`src/sv/pfoi_pkg.sv`:
```
// Shared constants, types and status codes for the palette find-or-insert core.
package pfoi_pkg;

    localparam int MAX_COLORS = 256;
    localparam int IDX_W      = (MAX_COLORS > 2) ? $clog2(MAX_COLORS) : 1;
    localparam int CNT_W      = $clog2(MAX_COLORS + 1);
    localparam int COLOR_W    = 24;

    localparam logic [1:0] ST_PRESENT = 2'd0;
    localparam logic [1:0] ST_NEW     = 2'd1;
    localparam logic [1:0] ST_FULL    = 2'd2;

    // One pixel word as it travels down the cell chain.
    typedef struct packed {
        logic                 valid;
        logic                 sof;
        logic [COLOR_W-1:0]   color;
        logic                 done;    // matched or stored somewhere upstream
        logic [1:0]           status;
        logic [IDX_W-1:0]     idx;
        logic [CNT_W-1:0]     count;   // used entries seen so far
    } pix_t;

endpackage

```
`src/sv/pfoi_out.sv`:
```
// Output register: turns the word leaving the chain into a result word.
module pfoi_out
(
    input  logic           clk,
    input  logic           rst_n,
    input  logic           adv,
    input  pfoi_pkg::pix_t pix_in,
    output logic           m_tvalid,
    output logic [23:0]    m_tdata
);
    import pfoi_pkg::*;

    logic        valid_reg;
    logic [23:0] data_reg;
    logic [23:0] data_next;
    logic [31:0] idx_wide;
    logic [31:0] cnt_wide;
    logic [1:0]  status;
    logic [7:0]  index;

    assign idx_wide = 32'(pix_in.idx);
    assign cnt_wide = 32'(pix_in.count);

    // no match and no free cell anywhere: palette full, pixel dropped
    assign status = pix_in.done ? pix_in.status : ST_FULL;
    assign index  = pix_in.done ? idx_wide[7:0] : 8'd0;

    assign data_next = {5'd0, cnt_wide[8:0], status, index};

    always_ff @(posedge clk or negedge rst_n)
    begin
        if (!rst_n)
        begin
            valid_reg <= 1'b0;
        end
        else if (adv)
        begin
            valid_reg <= pix_in.valid;
        end
    end

    always_ff @(posedge clk)
    begin
        if (adv)
        begin
            data_reg <= data_next;
        end
    end

    assign m_tvalid = valid_reg;
    assign m_tdata  = data_reg;

endmodule

```
`config.mk`:
```
export PLATFORM = sky130hd
export DESIGN_NAME = pfoi_out
export DESIGN_NICKNAME = d
export VERILOG_FILES = /design/src/sv/pfoi_pkg.sv /design/src/sv/pfoi_out.sv
export SDC_FILE = /design/constraint.sdc
export NUM_CORES = 1
export LEC_CHECK = 0
export ABC_AREA = 1
export BUFFER_PORTS_ARGS = -buffer_cell sky130_fd_sc_hd__buf_2
export CORE_AREA = 2 2 52 54
export CTS_BUF_LIST = sky130_fd_sc_hd__clkbuf_8
export DETAILED_ROUTE_END_ITERATION = 7
export DIE_AREA = 0 0 54 56
export GPL_TIMING_DRIVEN = 0
export PLACE_DENSITY = 0.72
export RECOVER_POWER = 100
export SYNTH_ARGS = -nofsm -noshare
export SYNTH_HDL_FRONTEND = slang
export SYNTH_SLANG_ARGS = --single-unit
```
`constraint.sdc`:
```
create_clock -name clk -period 0.8 [get_ports clk]
set_input_delay 0.04 -clock clk [delete_from_list [all_inputs] [get_ports clk]]
set_output_delay 0.04 -clock clk [all_outputs]
set_load 0.01 [all_outputs]
```
---- After elaboration in Yosys (flattened, before gate mapping) ----
Cells that the tools add are included.
storage, ports and cells
  register bits after elaboration ......... 20

---- Logic depth before layout (Yosys ltp) ----
  word-level depth ........................ 0
  depth in mapped cells ................... 3

---- Least setup slack after synthesis ----
Ideal clock, no wire load.
  path type ............................... reg-to-reg
  from .................................... register, netlist name m_tvalid
  to ...................................... register valid_reg (netlist: m_tvalid)
  setup time .............................. 0.117 ns
  path slack .............................. 0.185 ns
  clock period less this slack ............ 0.615 ns
  cell stages (with the launch flop) ...... 3
  data required time ...................... 0.683 ns
  arrival ................................. 0.499 ns
  path through ............................ dfrtp_1 > nand2_1 > nand2_1
RTL lines
  item                  RTL line        RTL
  to (signal assigned)  pfoi_out.sv:38  valid_reg <= pix_in.valid;
  to (decl)             pfoi_out.sv:13  logic valid_reg;

---- Final worst setup path ----
  from .................................... register data_reg[0] (netlist: m_tdata[0])
  to ...................................... output port m_tdata[0]
RTL lines
  item                    RTL line        RTL
  from (decl)             pfoi_out.sv:14  logic [23:0] data_reg;
  from (signal assigned)  pfoi_out.sv:46  data_reg <= data_next;
  to (decl)               pfoi_out.sv:9   output logic [23:0] m_tdata
No word-level cell between the ends.

==> flow_summary.yaml <==
clocking:
  cts-root-buf: "clkbuf_8"
  insertion_delay_ns: 0.24
  clockBufferDepth: 2
  cts.sinks: 20
  path_clk_slew_ns: 0.07
  htreeDepth: 1
  cts_tree: "built"
  cts_buffers: 3
global_route:
  grt_max_degree: 22
  antenna_found_initial: 0
  track_usage_pct: 8.871
  grt_pass1_vias: 503
  grt_pass1_wl_microns: 1987
  overflow: 0
power:
  leakagePower_nw: 0.5867
  p_switching_w: 0.0004603
  power.share.sequential_pct: 55.0
  combPwrFrac_pct: 12.8
  p_int_w: 0.001821
  power.density_mw_per_mm2: 1988
  power_w: 0.002281
  pwr-share-clk_pct: 32.3
  sw_frac_of_total_pct: 20.18
  ir_drop_v: 0.0008664
final_layout:
  antenna_cells: 0
  fillers: 223
  fin_nets: 161
  syn2layout_area_growth_pct: 55.42
  instances_no_fill: 141
  post_route_cells_drive_above_1_share_pct: 45.05
  final_common_cell: "buf_2"
  mostFrequentLayoutCells: "buf_2, edfxtp_1, nand2_1"
place:
  placedCellCount: 127
  hpwl_microns: 1019
  place.port_buffers: 42
  gp_congestion: 0.6325
critical_path:
  cp.required_ns: 0.76
  critPathMaxFanout: 1
  end_kind: "output pin"
  cp.buffers_inverters: 1
  critical_path.top_delay_family: "flip-flops"
  r2r_cells: 2
  cp_slowest_cell: "edfxtp_1"
  path_depth: 1
  reg2reg_slack_ns: 0.19
  slowest_delay_ns: 0.36
  startpoint_type: "register"
  worstPathCellList: "buf_2"
  crit_arrival_ns: 0.76
  critical_path_class: "register to output pin"
drt:
  wire_per_inst_microns: 9.695
  vias: 537
  drt-initial-drc-count: 11
  wl_microns: 1367
  ant_nets: 0
  avgViaCountPerCell: 3.809
  drt-pass1-iter-count: 3
  drc: 0
sta:
  max_freq_ghz: 1.252
  finClkSkew_ns: 0
  fin_crit_sh_pct: 99.85
  fin_crit_ns: 0.7988
  maxSlewViolCount: 0
  setup_violations: 0
  rsz0062_at_grt: "true"
  hold_viol: 0
die:
  dieArea_sq_mm: 0.003024
  die_y_microns: 56
  ios: 74
  coreArea_sq_mm: 0.002432
  start_util_pct: 30.35
  rows: 18
  die_width_microns: 54
run:
  drv_cap: 0
worst_hold_path:
  holdPathStages: 3
  hold_path.class: "input pin to register"
logic_synthesis:
  syn_area_per_cell_sq_um: 14.47
  yosysSeqAreaShare_pct: 80.68
  yosys.area.top_type: "edfxtp_1"
  synth_cell_types: 7
  syn_area_sq_um: 738.2
  synth_area_leaders: "edfxtp_1, nand2_1, inv_1"
  yosysWarnings: 0
  syn_inst: 51
  synth-seq-cells: 20
  synth_top_area_share_pct: 77.29
run_status:
  status: "finished, final reports clean"
==> timing repair <==
action / CTS / global route
setup endpoints to repair: 5 / 20
setup buffers: 0 / 0
gates resized for setup: 0 / 0
hold endpoints to repair: 10 / 0
hold buffers: 10 / 0
==> flip-flops by register name, indices dropped and copies added, names as in the netlist <==
register and flops:
m_tdata 19, m_tvalid 1
==> power groups by stage <==
stage | Combinational [W] | Clock, W | Sequential (W)
after floorplan | 0.0000604 | 0 | 0.00133
after global placement | 0.000254 | 0 | 0.00128
after detailed placement | 0.000261 | 0 | 0.00128
after CTS | 0.000300 | 0.000746 | 0.00125
after global routing | 0.000327 | 0.000793 | 0.00126
final | 0.000292 | 0.000736 | 0.00125
==> per-stage QoR <==
step / TNS (ns) / cell area [sq um] / setup WS [ns] / util (%) / hold slack, ns
4_1_cts: -0.02744 / 1156 / -0.01023 / 47.53 / 0.01710
6_report: 0 / 1147 / 0.001235 / 47.17 / 0.009099
3_5_place_dp: 0 / 1001 / 0.01337 / 41.15 / -0.1826
2_1_floorplan: 0 / 753.2 / 0.1848 / - / -0.2556
3_3_place_gp: 0 / 1001 / 0.03407 / 41.15 / -0.1857
5_1_grt: -0.4897 / 1147 / -0.04800 / 47.17 / 0.02823
==> worst paths after layout <==
kind | from | end
setup / recovery | m_tdata[0] | m_tdata[0]
hold / removal | pix_in[45] | m_tvalid
setup reg to reg | m_tvalid | m_tvalid
hold reg to reg | m_tvalid | m_tvalid
max in group asynchronous | rst_n | m_tvalid
min in group asynchronous | rst_n | m_tvalid
==> final cells by class <==
cell class / count / area (sq um) / share of cell area [%]
sequential: 20 / 595.6 / 51.91
timing repair buffer: 52 / 309.0 / 26.94
multi-input combinational: 18 / 67.56 / 5.889
clock buffer: 4 / 55.05 / 4.798
buffer: 6 / 41.29 / 3.599
inverter: 11 / 41.29 / 3.599
tap: 30 / 37.54 / 3.272
==> synth_stat cells <==
library cell / instances
buf_6: 1
dfrtp_1: 1
edfxtp_1: 19
inv_1: 11
nand2_1: 13
conb_1: 1
buf_4: 5
==> metal layers <==
layer	vias to the layer above	global-route usage (%)	part of all wire, %
li1	268	-	-
met1	232	8.362	40
met2	35	16.90	45
met3	2	1.882	14
met4	0	4.286	0.66
met5	-	0	0
==> logic make-up (layout without fill, tap and decap cells) <==
kind of cell,count (synthesis),in the layout,share of synthesized area [%]
buffers and inverters,17,73,12.20
other,1,5,0.5080
AND/OR/NAND/NOR,13,13,6.611
flip-flops,20,20,80.68
(Power assumes the default switching activity.)
