$ cat src/sv/pfoi_pkg.sv
// Shared constants, types and status codes for the palette find-or-insert core.
package pfoi_pkg;

    localparam int MAX_COLORS = 256;
    localparam int IDX_W      = (MAX_COLORS > 2) ? $clog2(MAX_COLORS) : 1;
    localparam int CNT_W      = $clog2(MAX_COLORS + 1);
    localparam int COLOR_W    = 24;

    localparam logic [1:0] ST_PRESENT = 2'd0;
    localparam logic [1:0] ST_NEW     = 2'd1;
    localparam logic [1:0] ST_FULL    = 2'd2;

    // One pixel word as it travels down the cell chain.
    typedef struct packed {
        logic                 valid;
        logic                 sof;
        logic [COLOR_W-1:0]   color;
        logic                 done;    // matched or stored somewhere upstream
        logic [1:0]           status;
        logic [IDX_W-1:0]     idx;
        logic [CNT_W-1:0]     count;   // used entries seen so far
    } pix_t;

endpackage

$ cat src/sv/pfoi_cell.sv
// One palette cell: holds one entry and a pipeline stage for the passing pixel.
module pfoi_cell
(
    input  logic          clk,
    input  logic          rst_n,
    input  logic          adv,
    input  pfoi_pkg::pix_t pix_in,
    output pfoi_pkg::pix_t pix_out
);
    import pfoi_pkg::*;

    logic [COLOR_W-1:0] entry_reg;
    logic               used_reg;
    logic               used_eff;
    logic               hit;
    logic               claim;
    logic               valid_reg;
    pix_t               stage_reg;
    pix_t               stage_next;

    // A start-of-image pixel clears each cell as it passes; pixels ahead are unaffected.
    assign used_eff = used_reg && !(pix_in.valid && pix_in.sof);
    assign hit      = pix_in.valid && !pix_in.done && used_eff && (entry_reg == pix_in.color);
    assign claim    = pix_in.valid && !pix_in.done && !used_eff;

    always_comb
    begin
        stage_next = pix_in;
        if (hit)
        begin
            stage_next.done   = 1'b1;
            stage_next.status = ST_PRESENT;
            stage_next.idx    = pix_in.count[IDX_W-1:0];
        end
        else if (claim)
        begin
            stage_next.done   = 1'b1;
            stage_next.status = ST_NEW;
            stage_next.idx    = pix_in.count[IDX_W-1:0];
        end
        // entries fill from cell 0 up, so counting used cells gives the fill level
        if (used_eff || claim)
        begin
            stage_next.count = pix_in.count + CNT_W'(1);
        end
    end

    always_ff @(posedge clk or negedge rst_n)
    begin
        if (!rst_n)
        begin
            used_reg  <= 1'b0;
            valid_reg <= 1'b0;
        end
        else if (adv)
        begin
            valid_reg <= pix_in.valid;
            if (pix_in.valid)
            begin
                used_reg <= used_eff || claim;
            end
        end
    end

    always_ff @(posedge clk)
    begin
        if (adv)
        begin
            stage_reg <= stage_next;
            if (claim)
            begin
                entry_reg <= pix_in.color;
            end
        end
    end

    always_comb
    begin
        pix_out       = stage_reg;
        pix_out.valid = valid_reg;
    end

endmodule

$ cat config.mk
export PLATFORM = sky130hd
export DESIGN_NAME = pfoi_cell
export DESIGN_NICKNAME = d
export VERILOG_FILES = /design/src/sv/pfoi_pkg.sv /design/src/sv/pfoi_cell.sv
export SDC_FILE = /design/constraint.sdc
export NUM_CORES = 1
export LEC_CHECK = 0
export ABC_AREA = 1
export BUFFER_PORTS_ARGS = -buffer_cell sky130_fd_sc_hd__buf_2
export CORE_UTILIZATION = 52
export DETAILED_ROUTE_END_ITERATION = 8
export MAX_ROUTING_LAYER = met4
export PLACE_DENSITY = 0.89
export SLEW_MARGIN = 20
export SYNTH_ARGS = -nofsm -noshare
export SYNTH_HDL_FRONTEND = slang
export SYNTH_SLANG_ARGS = --single-unit
$ cat constraint.sdc
create_clock -name clk -period 2.5 [get_ports clk]
set_input_delay 0.25 -clock clk [delete_from_list [all_inputs] [get_ports clk]]
set_output_delay 0.25 -clock clk [all_outputs]
set_load 0.02 [all_outputs]
# Yosys cells after proc, flatten, opt, wreduce, memory -nomap -nowiden

Cells that the tools add are included.

Register bits: 71
Output and inout bits: 46
Word-level logic and storage cells: 28

$add $sub $neg: 1
Eq/ne operators: 1
Mux-type cells: 3
Reduce and logical (&&, ||, !) cells: 13

Operators with widths:

| kind                | count |
|---|---|
| $eq 24x24->1        | 1 |
| $mux 9              | 2 |
| $add 9x1->9 const B | 1 |
| $mux 8              | 1 |
| $logic_and 1x1->1   | 6 |
| $reduce_and 2->1    | 2 |
| $logic_not 1->1     | 3 |
| $reduce_or 2->1     | 1 |
| $logic_or 1x1->1    | 1 |

# Longest topological paths before layout

Depth after elaboration: 7
Mapped depth: 10
Depth with buffers taken out: 10

# Least setup slack after synthesis

OpenSTA, ideal clock, no wires.

Kind: register to register
Start point: reg used_reg
End point: reg entry_reg[0] (enable)
Setup time: 0.405 ns
Data arrival time: 1.821 ns
Required time: 2.095 ns
Slack: 0.274 ns
Cell stages (with the launch flop): 5
Path buffers: 1
Path through: dfrtp_1 > nand2_2 > nand2_2 > buf_4 > nor2_1

Longest elaborated chain between the ends: 4

RTL lines:

| item                              | RTL line        | RTL |
|---|---|---|
| start, declared                   | pfoi_cell.sv:13 | `logic used_reg;` |
| start signal, assigned            | pfoi_cell.sv:60 | `used_reg <= used_eff \|\| claim;` |
| $logic_and 1x1->1                 | pfoi_cell.sv:22 | `assign used_eff = used_reg && !(pix_in.valid && pix_in.sof);` |
| $logic_not 1->1                   | pfoi_cell.sv:24 | `assign claim = pix_in.valid && !pix_in.done && !used_eff;` |
| $logic_and 1x1->1                 | pfoi_cell.sv:24 |  |
| $reduce_and 2->1 (no source line) | --              |  |
| end signal, assigned              | pfoi_cell.sv:72 | `entry_reg <= pix_in.color;` |
| end, declared                     | pfoi_cell.sv:12 | `logic [COLOR_W-1:0] entry_reg;` |

No other way between the ends.
A chain may end at the register's enable or synchronous reset.

# Worst setup path in the final report

Start point: reg used_reg
End point: reg entry_reg[18] (enable)

Same word-level chain as after synthesis.

==> out/results.txt <==
FF/Latch Area: 0.002122 sq mm
Worst hold path class: primary input to flop
Fin. Hold Viols: 0
Vias per inst: 4.946
Gr usage total: 21.75%
Total power: 2663 uW
Net count after synthesis: 385
Vias in the first global route: 2544
Final worst clock skew: 10.21 ps
Min Tclk post-route: 1616 ps
Clock root buffer: clkbuf_8
Routed Antenna Nets: 0
Residual DRC: 0
Register area share after synthesis: 62.47%
Fin crit share: 64.63%
First-pass GRT wire length: 11.30 mm
Total Negative Setup Slacks: 0 ps
CTS sink cnt: 71
Final WL: 7.010 mm
Die Height: 82.83 um
Maxcap violations: 0
Worst skew pair latency: 340 ps
Boundary pin count: 95
Clock transition at path regs: 70 ps
CTS resizes: 0
Worst-margin pin slew: 503.8 ps
I/O Buffers: 94
Number of synthesized flops with an enable pin: 69
Leakage power: 0.002029 uW
Initial antenna violation count: 0
Endpoint class of the critical path: flop
Initial Util: 53.80%
Layout cells sized above 1: 28.76%
Hold buffers post-CTS: 1
Fill cells: 504
DRT iter0 DRCs: 141
CTS tree: done
Origin of the worst setup path: used_reg
Total grt overflow: 0
H-tree level count: 3
Critical Path Sink: entry_reg[18]
Outcome: complete, no violations
Crit path max fanout: 24
Post-DR wirelength/cell: 13.43 um
Synthesized area: 0.003397 sq mm
CTS max path bufs: 2
Worst vdd ir: 0.3288 mV
Via count: 2582
Worst slew margin: 66.41%
Die Wd: 82.83 um
Crit path DAT: 1620 ps
Drt pass-1 iters: 5
Nets@finish: 491
Std-Cell Rows: 29
#FFs+latches synth: 71
Asr flop ratio synth: 2.817%
Pins Over Slew Limit: 0
R2R depth: 4
Setup Viol. Count Final: 0
Yosys warnings: 0
Antenna diode count: 0
Crit start category: flop
Cell variety after synth: 30
Worst hold start: pix_in[44]
Footprint of the multi-input gates: 0.001060 sq mm
RSZ-0062 raised after global routing: false
Core Footprint: 0.006314 sq mm
Layout area overhead: 22.32%
Largest register FFs: 45
Syn Inst Count: 335
Synth Flop Type: edfxtp_1
Setup repair bufs after CTS: 0
TritonCTS buffer count: 9
Reg-to-reg setup timing slack: 880 ps
RR Endpoint: entry_reg[18]
Pin count of the biggest net entering global routing: 28
Mapped Avg Cell Area: 10.14 sq um
Max Fclk: 618.9 MHz
PwrDens: 640.8 mW/mm^2
R2R Path Start: used_reg
Final HPWL DP: 5.041 mm
Die area: 0.006860 sq mm
RD Place Congestion: 0.8336
Critical Path RT: 2500 ps
Setup CP Type: flop to flop
==> logic make-up (layout without fill, tap and decap cells) <==
logic type	count (synthesis)	in the layout	share of synthesized area, %
flip-flops	71	71	62.47
multiplexers	3	3	0.9944
AND/OR/NAND/NOR	179	179	23.94
buffers and inverters	56	166	6.409
XOR/XNOR	15	15	4.309
adder cells (fa/ha/maj)	1	1	0.3683
AO/OA/AOI/OAI	10	10	1.510
==> metrics by stage <==
step / hold WS, ps / setup WS [ps] / util, % / instance area [sq um] / std cells
floorplan: -45.59 / 273.9 / - / 3397 / 335
global placement: 36.84 / 941.8 / 62.82 / 3966 / 506
detailed placement: 36.80 / 848.6 / 62.82 / 3966 / 506
CTS: 96.22 / 892.6 / 65.81 / 4155 / 522
global route: 99.40 / 784.9 / 65.81 / 4155 / 522
finish: 120.0 / 884.3 / 65.81 / 4155 / 522
==> synth_stat cells, drive strengths merged (2+ instances only) <==
library cell | n | area (sq um)
nand2 | 114 | 447.9
xor2 | 10 | 87.58
nand4 | 11 | 83.83
edfxtp | 69 | 2072
buf | 2 | 15.01
dfrtp | 2 | 50.05
o21ai | 8 | 40.04
mux2 | 3 | 33.78
inv | 53 | 198.9
xnor2 | 5 | 58.81
nand3 | 5 | 37.54
nor3 | 3 | 20.02
nor2 | 43 | 205.2
==> layer usage <==
layer	GRT usage, %	wire, um	up-vias	share of wire (%)
met2	35.99	3508	94	50
met5	-	0	-	0
met1	25.64	2986	1187	43
met3	5.666	403	13	5.7
met4	8.150	111	0	1.6
li1	-	-	1288	-
==> worst min-delay path by stage <==
| stage | endpoint | slack, ps | cells after the start |
|---|---|---|---|
| 5_1_grt | pix_out[44] | 100 | 1 |
| 3_3_place_gp | valid_reg | 40 | 1 |
| 4_1_cts | pix_out[44] | 100 | 1 |
| 6_report | pix_out[44] | 120 | 1 |
| 3_5_place_dp | used_reg | 40 | 1 |
| 2_1_floorplan | used_reg | -50 | 0 |
==> cell usage in the layout (no fill, tap or decap), types with 2 or more instances in the layout <==
cell type    n
nand2_1    108
buf_2       94
edfxtp_1    69
inv_1       52
nor2_1      36
nand4_1     10
xor2_1      10
clkbuf_8     9
o21ai_0      8
nand2_2      5
nand3_1      4
nor2_4       3
nor2_2       3
xnor2_1      3
mux2_1       3
nor3_1       2
xnor2_2      2
clkbuf_1     2
clkinv_2     2
buf_4        2
dfrtp_1      2
==> critical path, cell delays in order, from the launching register on <==
cell	delay, ps
dfrtp_1	400
nand2_2	160
nand2_2	220
nor2_2	150
buf_4	340
==> report_power, final <==
part           leakage [uW]  total, uW  internal, uW  switching [uW]
logic               0.00126        379           126             253
clock network     0.0000892        866           453             413
registers          0.000685       1420          1390            23.3
==> area by class of cell <==
class / instances / share of cell area (%)
Clock buffer: 11 / 3.162
Clock inverter: 4 / 1.144
Inverter: 54 / 4.878
Multi-Input combinational cell: 208 / 25.50
Sequential cell: 71 / 51.07
Tap cell: 77 / 2.319
Timing Repair Buffer: 97 / 11.92
(Power assumes the default switching activity.)
